<file path="config.mk">
export PLATFORM = sky130hd
export DESIGN_NAME = fast_stop_bit_message_decoder_top
export DESIGN_NICKNAME = d
export VERILOG_FILES = /design/src/rtl/fmd_pkg.sv /design/src/rtl/fmd_parse.sv /design/src/rtl/fmd_fifo.sv /design/src/rtl/fast_stop_bit_message_decoder_top.sv
export SDC_FILE = /design/constraint.sdc
export NUM_CORES = 1
export LEC_CHECK = 0
export BUFFER_PORTS_ARGS = -buffer_cell sky130_fd_sc_hd__buf_2
export CAP_MARGIN = 20
export CORE_MARGIN = 3
export CORE_UTILIZATION = 40
export CTS_BUF_LIST = sky130_fd_sc_hd__clkbuf_8
export DETAILED_ROUTE_END_ITERATION = 7
export GPL_TIMING_DRIVEN = 0
export PLACE_DENSITY = 0.61
export SLEW_MARGIN = 20
export SYNTH_ARGS = -nofsm -noshare
export SYNTH_HDL_FRONTEND = slang
export SYNTH_HIERARCHICAL = 1
export SYNTH_SLANG_ARGS = --single-unit
</file>
<file path="constraint.sdc">
create_clock -name i_clk -period 6.4 [get_ports i_clk]
set_input_delay 0.32 -clock i_clk [delete_from_list [all_inputs] [get_ports i_clk]]
set_output_delay 0.32 -clock i_clk [all_outputs]
set_load 0.005 [all_outputs]
</file>
<file path="src/rtl/fmd_pkg.sv">
// Package for the stop-bit message decoder: the result record and shared constants.
// Used by the parser, the result queue and the top level; depends on nothing.
package fmd_pkg;

    localparam int FIFO_DEPTH = 4;

    localparam int unsigned HEADER_BYTES = 10;
    localparam int unsigned PRESENCE_TEMPLATE_BIT = 6;
    localparam int unsigned STOP_BIT = 7;

    localparam logic [2:0] KIND_HEADER   = 3'd0;
    localparam logic [2:0] KIND_MAP      = 3'd1;
    localparam logic [2:0] KIND_TEMPLATE = 3'd2;
    localparam logic [2:0] KIND_SEQUENCE = 3'd3;
    localparam logic [2:0] KIND_RAW      = 3'd4;

    localparam logic [1:0] REG_TEMPLATE_FIRST  = 2'd0;
    localparam logic [1:0] REG_TEMPLATE_SECOND = 2'd1;

    typedef struct packed {
        logic [2:0]  kind;
        logic [31:0] value;
        logic [15:0] chunk_count;
        logic [15:0] chunk_number;
        logic [15:0] body_length;
        logic        flag;
        logic [15:0] field_number;
        logic [7:0]  raw_byte;
        logic        last_of_field;
    } t_result;

endpackage

</file>
<file path="src/rtl/fmd_parse.sv">
// Front part: parses one stream byte per cycle and builds at most one result beat.
// Depends on fmd_pkg for the result record and the header and kind constants.
module fmd_parse (
    input  logic            i_clk,
    input  logic            i_rst_n,
    input  logic            i_valid,
    input  logic [7:0]      i_byte,
    input  logic [15:0]     i_tmpl_first,
    input  logic [15:0]     i_tmpl_second,
    output logic            o_res_valid,
    output fmd_pkg::t_result o_res
);
    import fmd_pkg::*;

    typedef enum logic [1:0] {
        PH_HEADER,
        PH_PRELUDE,
        PH_TEMPLATE,
        PH_SKIP
    } t_phase;

    t_phase      r_phase, n_phase;
    logic [3:0]  r_pos, n_pos;
    logic [31:0] r_seq, n_seq;
    logic [15:0] r_cc, n_cc;
    logic [15:0] r_cn, n_cn;
    logic [15:0] r_left, n_left;
    logic [15:0] r_fields, n_fields;
    logic [31:0] r_gather, n_gather;

    logic        stop;
    logic [31:0] gather_next;
    logic [15:0] fields_inc;
    logic [15:0] left_new;
    logic [15:0] tmpl_id;
    logic        tmpl_known;

    assign stop        = i_byte[STOP_BIT];
    assign gather_next = {r_gather[24:0], i_byte[6:0]};
    assign fields_inc  = (r_fields == 16'hFFFF) ? r_fields : r_fields + 16'd1;
    assign left_new    = r_left - 16'd1;
    assign tmpl_id     = gather_next[15:0];
    assign tmpl_known  = (tmpl_id != 16'd0)
                         && ((tmpl_id == i_tmpl_first) || (tmpl_id == i_tmpl_second));

    always_comb begin
        n_phase     = r_phase;
        n_pos       = r_pos;
        n_seq       = r_seq;
        n_cc        = r_cc;
        n_cn        = r_cn;
        n_left      = r_left;
        n_fields    = r_fields;
        n_gather    = r_gather;
        o_res_valid = 1'b0;
        o_res       = '0;

        if (i_valid) begin
            if (r_phase == PH_HEADER) begin
                if (r_pos < 4'd4) begin
                    n_seq = {r_seq[23:0], i_byte};
                end else if (r_pos < 4'd6) begin
                    n_cc = {r_cc[7:0], i_byte};
                end else if (r_pos < 4'd8) begin
                    n_cn = {r_cn[7:0], i_byte};
                end else begin
                    n_left = {r_left[7:0], i_byte};
                end
                if ({1'b0, r_pos} + 5'd1 >= 5'(HEADER_BYTES)) begin
                    n_pos              = '0;
                    o_res_valid        = 1'b1;
                    o_res.kind         = KIND_HEADER;
                    o_res.value        = r_seq;
                    o_res.chunk_count  = r_cc;
                    o_res.chunk_number = r_cn;
                    o_res.body_length  = n_left;
                    n_fields           = '0;
                    n_gather           = '0;
                    n_phase            = (n_left == 16'd0) ? PH_HEADER : PH_PRELUDE;
                end else begin
                    n_pos = r_pos + 4'd1;
                end
            end else begin
                case (r_phase)
                    PH_PRELUDE: begin
                        n_gather = gather_next;
                        if (stop) begin
                            n_fields     = fields_inc;
                            o_res_valid  = 1'b1;
                            if (fields_inc == 16'd1) begin
                                o_res.kind         = KIND_MAP;
                                o_res.value        = gather_next;
                                o_res.flag         = gather_next[PRESENCE_TEMPLATE_BIT];
                                o_res.field_number = 16'd1;
                                if (!gather_next[PRESENCE_TEMPLATE_BIT]) begin
                                    n_phase = PH_SKIP;
                                end
                            end else begin
                                o_res.kind         = KIND_TEMPLATE;
                                o_res.value        = {16'd0, tmpl_id};
                                o_res.flag         = tmpl_known;
                                o_res.field_number = fields_inc;
                                n_phase            = tmpl_known ? PH_TEMPLATE : PH_SKIP;
                            end
                            n_gather = '0;
                        end
                    end
                    PH_TEMPLATE: begin
                        if (r_fields == 16'd2) begin
                            n_gather = gather_next;
                            if (stop) begin
                                o_res_valid        = 1'b1;
                                o_res.kind         = KIND_SEQUENCE;
                                o_res.value        = gather_next;
                                o_res.field_number = fields_inc;
                                n_gather           = '0;
                                n_fields           = fields_inc;
                            end
                        end else begin
                            o_res_valid         = 1'b1;
                            o_res.kind          = KIND_RAW;
                            o_res.field_number  = fields_inc;
                            o_res.raw_byte      = i_byte;
                            o_res.last_of_field = stop;
                            if (stop) begin
                                n_fields = fields_inc;
                            end
                        end
                    end
                    default: begin
                    end
                endcase
                n_left = left_new;
                if (left_new == 16'd0) begin
                    n_phase  = PH_HEADER;
                    n_pos    = '0;
                    n_gather = '0;
                end
            end
        end
    end

    always_ff @(posedge i_clk) begin
        if (!i_rst_n) begin
            r_phase  <= PH_HEADER;
            r_pos    <= '0;
            r_seq    <= '0;
            r_cc     <= '0;
            r_cn     <= '0;
            r_left   <= '0;
            r_fields <= '0;
            r_gather <= '0;
        end else begin
            r_phase  <= n_phase;
            r_pos    <= n_pos;
            r_seq    <= n_seq;
            r_cc     <= n_cc;
            r_cn     <= n_cn;
            r_left   <= n_left;
            r_fields <= n_fields;
            r_gather <= n_gather;
        end
    end

endmodule

</file>
<file path="src/rtl/fmd_fifo.sv">
// Back part: a short queue of result beats that presents the oldest one to the consumer.
// Depends on fmd_pkg for the result record.
module fmd_fifo #(
    parameter int DEPTH = fmd_pkg::FIFO_DEPTH
) (
    input  logic             i_clk,
    input  logic             i_rst_n,
    input  logic             i_wr,
    input  fmd_pkg::t_result i_wr_data,
    input  logic             i_rd,
    output fmd_pkg::t_result o_rd_data,
    output logic             o_full,
    output logic             o_empty
);
    import fmd_pkg::*;

    localparam int PW = (DEPTH > 1) ? $clog2(DEPTH) : 1;
    localparam int CW = $clog2(DEPTH + 1);

    t_result        r_mem [DEPTH];
    logic [PW-1:0]  r_wr_ptr, n_wr_ptr;
    logic [PW-1:0]  r_rd_ptr, n_rd_ptr;
    logic [CW-1:0]  r_count, n_count;
    logic           wr_go;
    logic           rd_go;

    assign o_full    = (r_count == CW'(DEPTH));
    assign o_empty   = (r_count == '0);
    assign wr_go     = i_wr && !o_full;
    assign rd_go     = i_rd && !o_empty;
    assign o_rd_data = r_mem[r_rd_ptr];

    always_comb begin
        n_wr_ptr = r_wr_ptr;
        n_rd_ptr = r_rd_ptr;
        n_count  = r_count;
        if (wr_go) begin
            n_wr_ptr = (r_wr_ptr == PW'(DEPTH - 1)) ? '0 : r_wr_ptr + PW'(1);
        end
        if (rd_go) begin
            n_rd_ptr = (r_rd_ptr == PW'(DEPTH - 1)) ? '0 : r_rd_ptr + PW'(1);
        end
        if (wr_go && !rd_go) begin
            n_count = r_count + CW'(1);
        end else if (rd_go && !wr_go) begin
            n_count = r_count - CW'(1);
        end
    end

    always_ff @(posedge i_clk) begin
        if (wr_go) begin
            r_mem[r_wr_ptr] <= i_wr_data;
        end
    end

    always_ff @(posedge i_clk) begin
        if (!i_rst_n) begin
            r_wr_ptr <= '0;
            r_rd_ptr <= '0;
            r_count  <= '0;
        end else begin
            r_wr_ptr <= n_wr_ptr;
            r_rd_ptr <= n_rd_ptr;
            r_count  <= n_count;
        end
    end

endmodule

</file>
<file path="src/rtl/fast_stop_bit_message_decoder_top.sv">
// Top level of the stop-bit message decoder: configuration registers, parser and result queue.
// Depends on fmd_pkg, fmd_parse and fmd_fifo.
// A result beat, if any, is built combinationally and written into the queue by the edge that accepts its byte.
// Throughput is one byte per cycle while full is low, set by the parser; the result queue of
// FIFO_DEPTH beats absorbs consumer stalls, and full is raised while it has no room.
// Synchronous active-low reset clears parser and queue and sets the templates to 144 and 145.
module fast_stop_bit_message_decoder_top #(
    parameter int FIFO_DEPTH = fmd_pkg::FIFO_DEPTH
) (
    input  logic        i_clk,
    input  logic        i_rst_n,
    input  logic        push,
    output logic        full,
    input  logic [7:0]  i_data_byte,
    output logic        empty,
    input  logic        pop,
    output logic [2:0]  o_kind,
    output logic [31:0] o_value,
    output logic [15:0] o_chunk_count,
    output logic [15:0] o_chunk_number,
    output logic [15:0] o_body_length,
    output logic        o_flag,
    output logic [15:0] o_field_number,
    output logic [7:0]  o_raw_byte,
    output logic        o_last_of_field,
    input  logic        psel,
    input  logic        penable,
    input  logic        pwrite,
    input  logic [2:0]  paddr,
    input  logic [31:0] pwdata,
    output logic [31:0] prdata,
    output logic        pready
);
    import fmd_pkg::*;

    logic [15:0] r_tmpl_first;
    logic [15:0] r_tmpl_second;
    logic        cfg_wr;
    logic        in_go;
    logic        res_valid;
    t_result     res;
    t_result     head;

    assign pready = 1'b1;
    assign cfg_wr = psel && penable && pwrite;
    assign prdata = (paddr[2] == REG_TEMPLATE_SECOND[0]) ? {16'd0, r_tmpl_second}
                                                         : {16'd0, r_tmpl_first};

    always_ff @(posedge i_clk) begin
        if (!i_rst_n) begin
            r_tmpl_first  <= 16'd144;
            r_tmpl_second <= 16'd145;
        end else if (cfg_wr) begin
            if (paddr[2] == REG_TEMPLATE_FIRST[0]) begin
                r_tmpl_first <= pwdata[15:0];
            end else begin
                r_tmpl_second <= pwdata[15:0];
            end
        end
    end

    assign in_go = push && !full;

    fmd_parse u_parse (
        .i_clk         (i_clk),
        .i_rst_n       (i_rst_n),
        .i_valid       (in_go),
        .i_byte        (i_data_byte),
        .i_tmpl_first  (r_tmpl_first),
        .i_tmpl_second (r_tmpl_second),
        .o_res_valid   (res_valid),
        .o_res         (res)
    );

    fmd_fifo #(
        .DEPTH (FIFO_DEPTH)
    ) u_fifo (
        .i_clk     (i_clk),
        .i_rst_n   (i_rst_n),
        .i_wr      (res_valid),
        .i_wr_data (res),
        .i_rd      (pop),
        .o_rd_data (head),
        .o_full    (full),
        .o_empty   (empty)
    );

    assign o_kind          = head.kind;
    assign o_value         = head.value;
    assign o_chunk_count   = head.chunk_count;
    assign o_chunk_number  = head.chunk_number;
    assign o_body_length   = head.body_length;
    assign o_flag          = head.flag;
    assign o_field_number  = head.field_number;
    assign o_raw_byte      = head.raw_byte;
    assign o_last_of_field = head.last_of_field;

endmodule

</file>
; ---- Yosys cells after proc, flatten, opt, wreduce, memory -nomap -nowiden
; Memory sizes are Yosys's and may differ from the RTL's. A register that Yosys moved wholly into a read port is not among the register bits.
; Index checks and enable logic that the tools add are counted.
[word_totals]
elab_cells = 140
ram_bits = 436
input_bits = 50
latch_bits = 0
mem_count = 1
register_bits = 166
output_inout_bits = 144
rom_bits = 0
[op_classes]
mul = 0
shifts = 0
n_bitwise = 3
order_cmp = 4
n_eq_ne = 13
n_reduce_logical = 35
div = 0
muxes = 63
add_sub_neg = 8
[memory_table]
columns = name, depth, width, rd, rd_clocked_by_memory_dff, write_ports, line_no
row1 = u_fifo.r_mem, 4, 109, 1, 1, 1, fmd_fifo.sv:20  ; t_result r_mem [DEPTH];
[ops]
columns = op, count
row1 = 16-bit two-way mux, 14
row2 = 25-bit two-way mux, 5
row3 = 109-bit two-way mux, 1
row4 = 80-bit two-way mux, 1
row5 = 35-bit two-way mux, 2
row6 = 35-bit one-hot mux with 2 select lines, 1
row7 = 34-bit two-way mux, 2
row8 = 25-bit one-hot mux with 2 select lines, 1
row9 = 48-bit two-way mux, 1
row10 = 17-bit two-way mux, 2
row11 = 16-bit equality test, 2
row12 = 16-bit logical NOT, 2
row13 = 32-bit two-way mux, 1
row14 = 16-bit one-hot mux with 2 select lines, 1
row15 = 26-bit two-way mux, 1
row16 = 2-bit two-way mux, 11
row17 = 9-bit two-way mux, 2
row18 = "16-bit by 1-bit adder with 16-bit output, second input constant", 1
row19 = "16-bit by 1-bit equality test with 1-bit output, second input constant", 1
row20 = "16-bit equality test, second input constant", 1
row21 = "16-bit by 2-bit equality test with 1-bit output, second input constant", 1
row22 = 16-bit nonzero test, 1
row23 = "16-bit by 1-bit subtractor with 16-bit output, second input constant", 1
row24 = 4-bit two-way mux, 3
row25 = 31 further kinds, 67

; ---- Longest topological paths before layout
[logic_depth]
ltp_word = 10
depth_mapped = 16
mapped_depth_nobuf = 14

; ---- Modules after synthesis
; Netlist, hierarchy kept.
[by_module_without_submodules]
columns = mod, seq_area_each_um2, area_each_um2, instances, cells_each
row1 = fmd_fifo, 13272.7, 16155.5, 1, 620
row2 = fmd_parse, 2542.4, 7508.5, 1, 1024
row3 = fast_stop_bit_message_decoder_top, 640.6, 1625.3, 1, 163

; ---- Least setup slack after synthesis
; No wires, ideal clock.
[synth_path]
path_type = reg-to-reg
startpoint = register u_parse.r_pos[1]
endpoint = memory u_fifo/r_mem[1][0] in the netlist's numbering (enable)
synth_period_minus_slack_ns = 5.192
arrival_ns = 4.712
n_path_buf = 2
stages_incl_launch_ff = 12
setup_ns = 0.480
setup_slack_ns = 1.208
required_time_ns = 5.920
cell_sequence = dfxtp_1 > inv_1 > ha_1 > or3b_2 > a21oi_1 > nor2_2 > nand2_1 > clkbuf_1 > nand2_1 > nor2b_1 > clkbuf_1 > and2_1
[synth_between]
elab_chain_cells = 8
[synth_rtl]
columns = element, line_no
row1 = start: declaration, fmd_parse.sv:23  ; logic [3:0] r_pos, n_pos;
row2 = start signal: assignment, fmd_parse.sv:155  ; r_pos <= n_pos;
row3 = 4-bit by 1-bit adder with 5-bit output, fmd_parse.sv:69  ; if ({1'b0, r_pos} + 5'd1 >= 5'(HEADER_BYTES)) begin
row4 = 5-bit by 4-bit greater-or-equal comparator with 1-bit output, fmd_parse.sv:69
row5 = 1-bit two-way mux, fmd_parse.sv:69
row6 = 1-bit two-way mux, fmd_parse.sv:59  ; if (r_phase == PH_HEADER) begin
row7 = 1-bit two-way mux, fmd_parse.sv:58  ; if (i_valid) begin
row8 = via res_valid, fast_stop_bit_message_decoder_top.sv:40  ; logic res_valid;
row9 = 1-bit logical AND, fmd_fifo.sv:29  ; assign wr_go = i_wr && !o_full;
row10 = via u_fifo.wr_go, fmd_fifo.sv:24  ; logic wr_go;
row11 = 1-bit two-way mux, fmd_fifo.sv:51  ; if (wr_go) begin
row12 = 1-bit two-way mux (implied by the code), fmd_fifo.sv:52  ; r_mem[r_wr_ptr] <= i_wr_data;
row13 = end: declaration, fmd_fifo.sv:20
; The timed path passes the listed nets, and every way through them passes these cells.

; ---- Worst setup path after layout
[layout_path]
startpoint = register u_fifo.r_count[0]
endpoint = register u_fifo.r_count[2]
[layout_between]
elab_chain_cells = 8
word_cells_on_any_way = 17
classes_between = add/sub (2) / eq/ne (1) / mux (3) / reduce/logical (11)
[layout_rtl]
columns = element, line_no
row1 = start: declaration, fmd_fifo.sv:23  ; logic [CW-1:0] r_count, n_count;
row2 = start signal: assignment, fmd_fifo.sv:64  ; r_count <= n_count;
row3 = 3-bit equality test *, fmd_fifo.sv:27  ; assign o_full = (r_count == CW'(DEPTH));
row4 = 1-bit logical NOT *, fast_stop_bit_message_decoder_top.sv:62  ; assign in_go = push && !full;
row5 = 1-bit logical AND *, fast_stop_bit_message_decoder_top.sv:62
row6 = via in_go, fast_stop_bit_message_decoder_top.sv:39  ; logic in_go;
row7 = 1-bit two-way mux *, fmd_parse.sv:58
row8 = via res_valid, fast_stop_bit_message_decoder_top.sv:40
row9 = 1-bit logical AND *, fmd_fifo.sv:29
row10 = via u_fifo.wr_go, fmd_fifo.sv:24
row11 = 1-bit logical NOT, fmd_fifo.sv:45  ; end else if (rd_go && !wr_go) begin
row12 = 1-bit logical AND, fmd_fifo.sv:45
row13 = 2-bit nonzero test (no source line), --
; Mark *: on every way through the listed nets, which the timed path passes. The rest lies on a longest branch. The select of a mux whose other input is x is not followed.
; A chain may end at the register's enable or synchronous reset.

==> key figures <==
Clock tree
  – CTS root buffer: clkbuf_8
  – Skew-Pair Late Insertion Delay: 690 ps
  – TritonCTS Buffers: 97
  – H-tree Lvls: 3
  – Bufs on Longest Clock Path: 3
  – Resize count post-CTS: 0
  – CTS tree: yes
  – Clock slew at reported path FFs: 60 ps
  – CTS sink cnt: 604

Setup path
  – Crit path kind: register to register
  – Worst path slowest cell: dfxtp_1
  – Cell repeated most along the worst path: clkbuf_1
  – Worst R2R Start: u_fifo/r_count[0]$_SDFFE_PN0P_
  – Element type at the critical path end: register
  – Critical path peak fanout: 10
  – Crit path largest cell delay: 430 ps
  – Cell Chain, Critical Path: nor3b_1 -> nor2b_1 -> clkbuf_1 -> and2_1 -> clkbuf_1 -> nand2_1 -> clkbuf_1 -> nand2_1 -> nor2b_1 -> clkbuf_1 -> ha_1 -> inv_1 -> fa_1 -> xor2_1 -> or3_1 -> a21boi_0
  – Reg2Reg Depth: 16
  – Top Family by Delay on Critical Path: simple AND/OR/NAND/NOR gates
  – CP required: 6990 ps
  – Worst R2R Setup Slack: 1750 ps
  – CP startpoint kind: register
  – Buf/Inv on CP: 5
  – R2R Path End: u_fifo/r_count[2]$_SDFFE_PN0P_
  – WP data arrival: 5240 ps

Synth
  – FFs w/ async S/R, synth: 0%
  – Register area share after synthesis: 65.1%
  – Area leader, netlist: edfxtp_1
  – Number of flops mapped to enable cells by yosys: 436
  – Avg Inst Size Synth: 14.0 um^2
  – Mapped Area: 0.0253 mm^2
  – Largest cells by area after synthesis: edfxtp_1 (52%), dfxtp_1 (13%), mux4_2 (9.7%), nand2_1 (3.3%), a21oi_1 (2.8%)
  – Synth unique cells: 72
  – #FFs+latches synth: 604
  – Commonest cells in the netlist: edfxtp_1 (436), nand2_1 (221), dfxtp_1 (168), a21oi_1 (141), mux4_2 (109)
  – Main synth FF type: edfxtp_1
  – Post-synth top area share: 51.8%
  – Mapped Cells: 1,807
  – Ys Warns: 6
  – Top-count cell post-synth: edfxtp_1

Detailed routing
  – Vias after detailed routing: 16,000
  – Iteration-0 DRC Markers: 1,274
  – Post-DRT Antenna Nets: 0
  – Vias per inst: 5.30
  – DRC viols: 0
  – Routed length per instance: 21.0 um
  – Final wirelength: 63,300 um
  – TritonRoute pass-1 iters: 6

Power and ir drop
  – Sequential power share: 47.0%
  – Peak supply drop: 0.000147 V
  – Internal power: 0.00667 W
  – Pleak: 10.2 nW
  – Clock power share: 34.4%
  – Switching Fraction: 25.7%
  – Combinational Power Share: 18.5%
  – Power, Total: 0.00897 W
  – P per Cell Area: 305 mW/mm^2
  – Net Sw Power: 0.00231 W

Timing
  – Slew HR: 27.4%
  – Tmin final: 4650 ps
  – Slew @ Worst Pin: 1090 ps
  – WHS: 114 ps
  – Final setup vio count: 0
  – Final TNS setup: 0 ps
  – Slew Viols, Final: 0
  – Fmax: 215 MHz
  – Clock skew: 49.4 ps
  – Period utilization: 72.7%
  – Fin. Hold Viols: 0
  – RSZ-0062 raised after global routing: no

Finish
  – Area growth from synthesis to layout: 16.5%
  – Utilization after layout: 47.4%
  – Share of cells above drive strength 1: 23.1%
  – FF/Latch Area: 0.0165 mm^2
  – # fillers: 5,540
  – Multi-input gate area: 0.00806 mm^2
  – Final net count: 2,175

Die
  – Die area: 0.0663 mm^2
  – Die Y: 257 um
  – Die Span X: 257 um
  – Initial cell density of the core: 40.7%
  – Num rows: 91
  – I/O pins: 194
  – Core box area: 0.0622 mm^2

Global route
  – Initial antenna violation count: 3
  – Total gr overflow: 0
  – Vias in the first global route: 16,300
  – Pin count of the biggest net entering global routing: 43
  – GRT Total Usage: 19.0%
  – First-pass GRT wire length: 97,000 um

Worst hold path
  – Hold Crit Start: pop
  – Path type of the worst min-delay path: input pin to register
  – Cell depth of the worst hold path: 3

Run
  – Max Cap Viol: 0

Outcome
  – Status: finished clean

Placement
  – PortBufs: 158
  – GPL Wtd Cong: 0.915
  – DP HPWL: 43,300 um
[worst max-delay path by stage]
stage / startpoint / to / slack, ps / cells after the start
after global placement: u_fifo/r_count[0]$_SDFFE_PN0P_ / u_fifo/r_mem[3][100]$_DFFE_PP_ / -1990 / 11
after CTS: u_fifo/r_count[0]$_SDFFE_PN0P_ / u_fifo/r_mem[3][75]$_DFFE_PP_ / 1860 / 13
after global routing: u_fifo/r_count[1]$_SDFFE_PN0P_ / u_fifo/r_count[2]$_SDFFE_PN0P_ / 1570 / 16
after detailed placement: u_fifo/r_count[0]$_SDFFE_PN0P_ / u_fifo/r_mem[3][100]$_DFFE_PP_ / 1900 / 13
after floorplan: u_parse/r_pos[1]$_SDFFE_PN0P_ / u_fifo/r_mem[1][0]$_DFFE_PP_ / 1210 / 11
final: u_fifo/r_count[0]$_SDFFE_PN0P_ / u_fifo/r_count[2]$_SDFFE_PN0P_ / 1750 / 16
[cell families after synthesis]
family          synth area share [%]
simple gates                    9.70
other cells                   0.0297
compound gates                  6.54
buf+inv                         3.35
fa+ha+maj                      0.871
xor+xnor                        1.80
flops                           65.1
mux                             12.6
[state kept, by name, summed over array words and instances, names as in the netlist, 3 cells and up, named ones only]
signal            cells
u_parse/r_cn         16
u_parse/r_left       16
u_parse/r_gather     25
u_fifo/r_mem        436
u_fifo/r_count        3
r_tmpl_first         16
u_parse/r_pos         4
u_parse/r_cc         16
u_parse/r_fields     16
u_parse/r_seq        32
r_tmpl_second        16
[per-stage QoR]
stage | instances | cell area (um^2) | setup slack (ps)
after floorplan | 1822 | 25300 | 1210
after CTS | 3021 | 29400 | 1860
final | 3022 | 29500 | 1750
after detailed placement | 2829 | 27500 | 1900
after global placement | 2817 | 27200 | -1990
after global routing | 3022 | 29500 | 1570
[power by group through the flow]
stage / sequential [W] / combinational (W) / clock [W]
floorplan: 0.00429 / 0.00107 / 0
global route: 0.00422 / 0.00181 / 0.00337
detailed placement: 0.00430 / 0.00171 / 0
finish: 0.00422 / 0.00166 / 0.00309
global placement: 0.00430 / 0.00171 / 0
CTS: 0.00422 / 0.00172 / 0.00319
[worst register-to-register path: stages (launching register included)]
cell      delay, ps
dfxtp_1         430
nor3b_1         140
nor2b_1         420
clkbuf_1        420
and2_1          200
clkbuf_1        350
nand2_1         380
clkbuf_1        320
nand2_1         120
nor2b_1         130
clkbuf_1        320
ha_1            270
inv_1            70
fa_1            370
xor2_1          170
or3_1           310
a21boi_0        170
[layer usage]
| metal | global-route usage, % | wire length (um) | share of wire (%) | vias up |
|---|---|---|---|---|
| li1 | - | - | - | 7345 |
| met1 | 25.2 | 27100 | 43 | 8061 |
| met2 | 31.3 | 30700 | 49 | 534 |
| met4 | 6.08 | 1430 | 2.3 | 2 |
| met5 | 0 | 20 | 0.032 | - |
| met3 | 3.96 | 4050 | 6.4 | 89 |
[final cells by class]
cell class	count	area share, %
sequential	604	55.9
multi-input combinational	1048	27.3
clock buffer	108	5.05
timing repair buffer	187	4.18
tap	837	3.56
buffer	151	2.64
clock inverter	67	1.12
inverter	19	0.242
antenna	1	0.00850
[cells in the final DEF, fill, tap and decap left out, drive strengths merged, types with 9 or more instances in the layout]
cell         netlist  routed
conb               2      17
dfxtp            168     168
nor2             101     101
clkbuf            86     194
mux4             109     109
and2              47      47
xnor2             47      47
dlygate4sd3        0      17
nor4              17      17
edfxtp           436     436
nand2            222     222
and3               9       9
buf               65     235
inv               19      62
nor3              29      29
a22o              41      41
a21oi            142     142
mux2i             56      56
nor2b             13      13
o21ai             46      46
nand3             28      28
ha                16      16
mux2              16      16
clkinv             0      22
nand4             16      16
[timing repair]
action / CTS / global route
setup endpoints to repair: 0 / 0
hold buffers: 17 / 0
setup buffers: 0 / 0
endpoints found under the hold margin: 33 / 0
(Power assumes the default switching activity.)
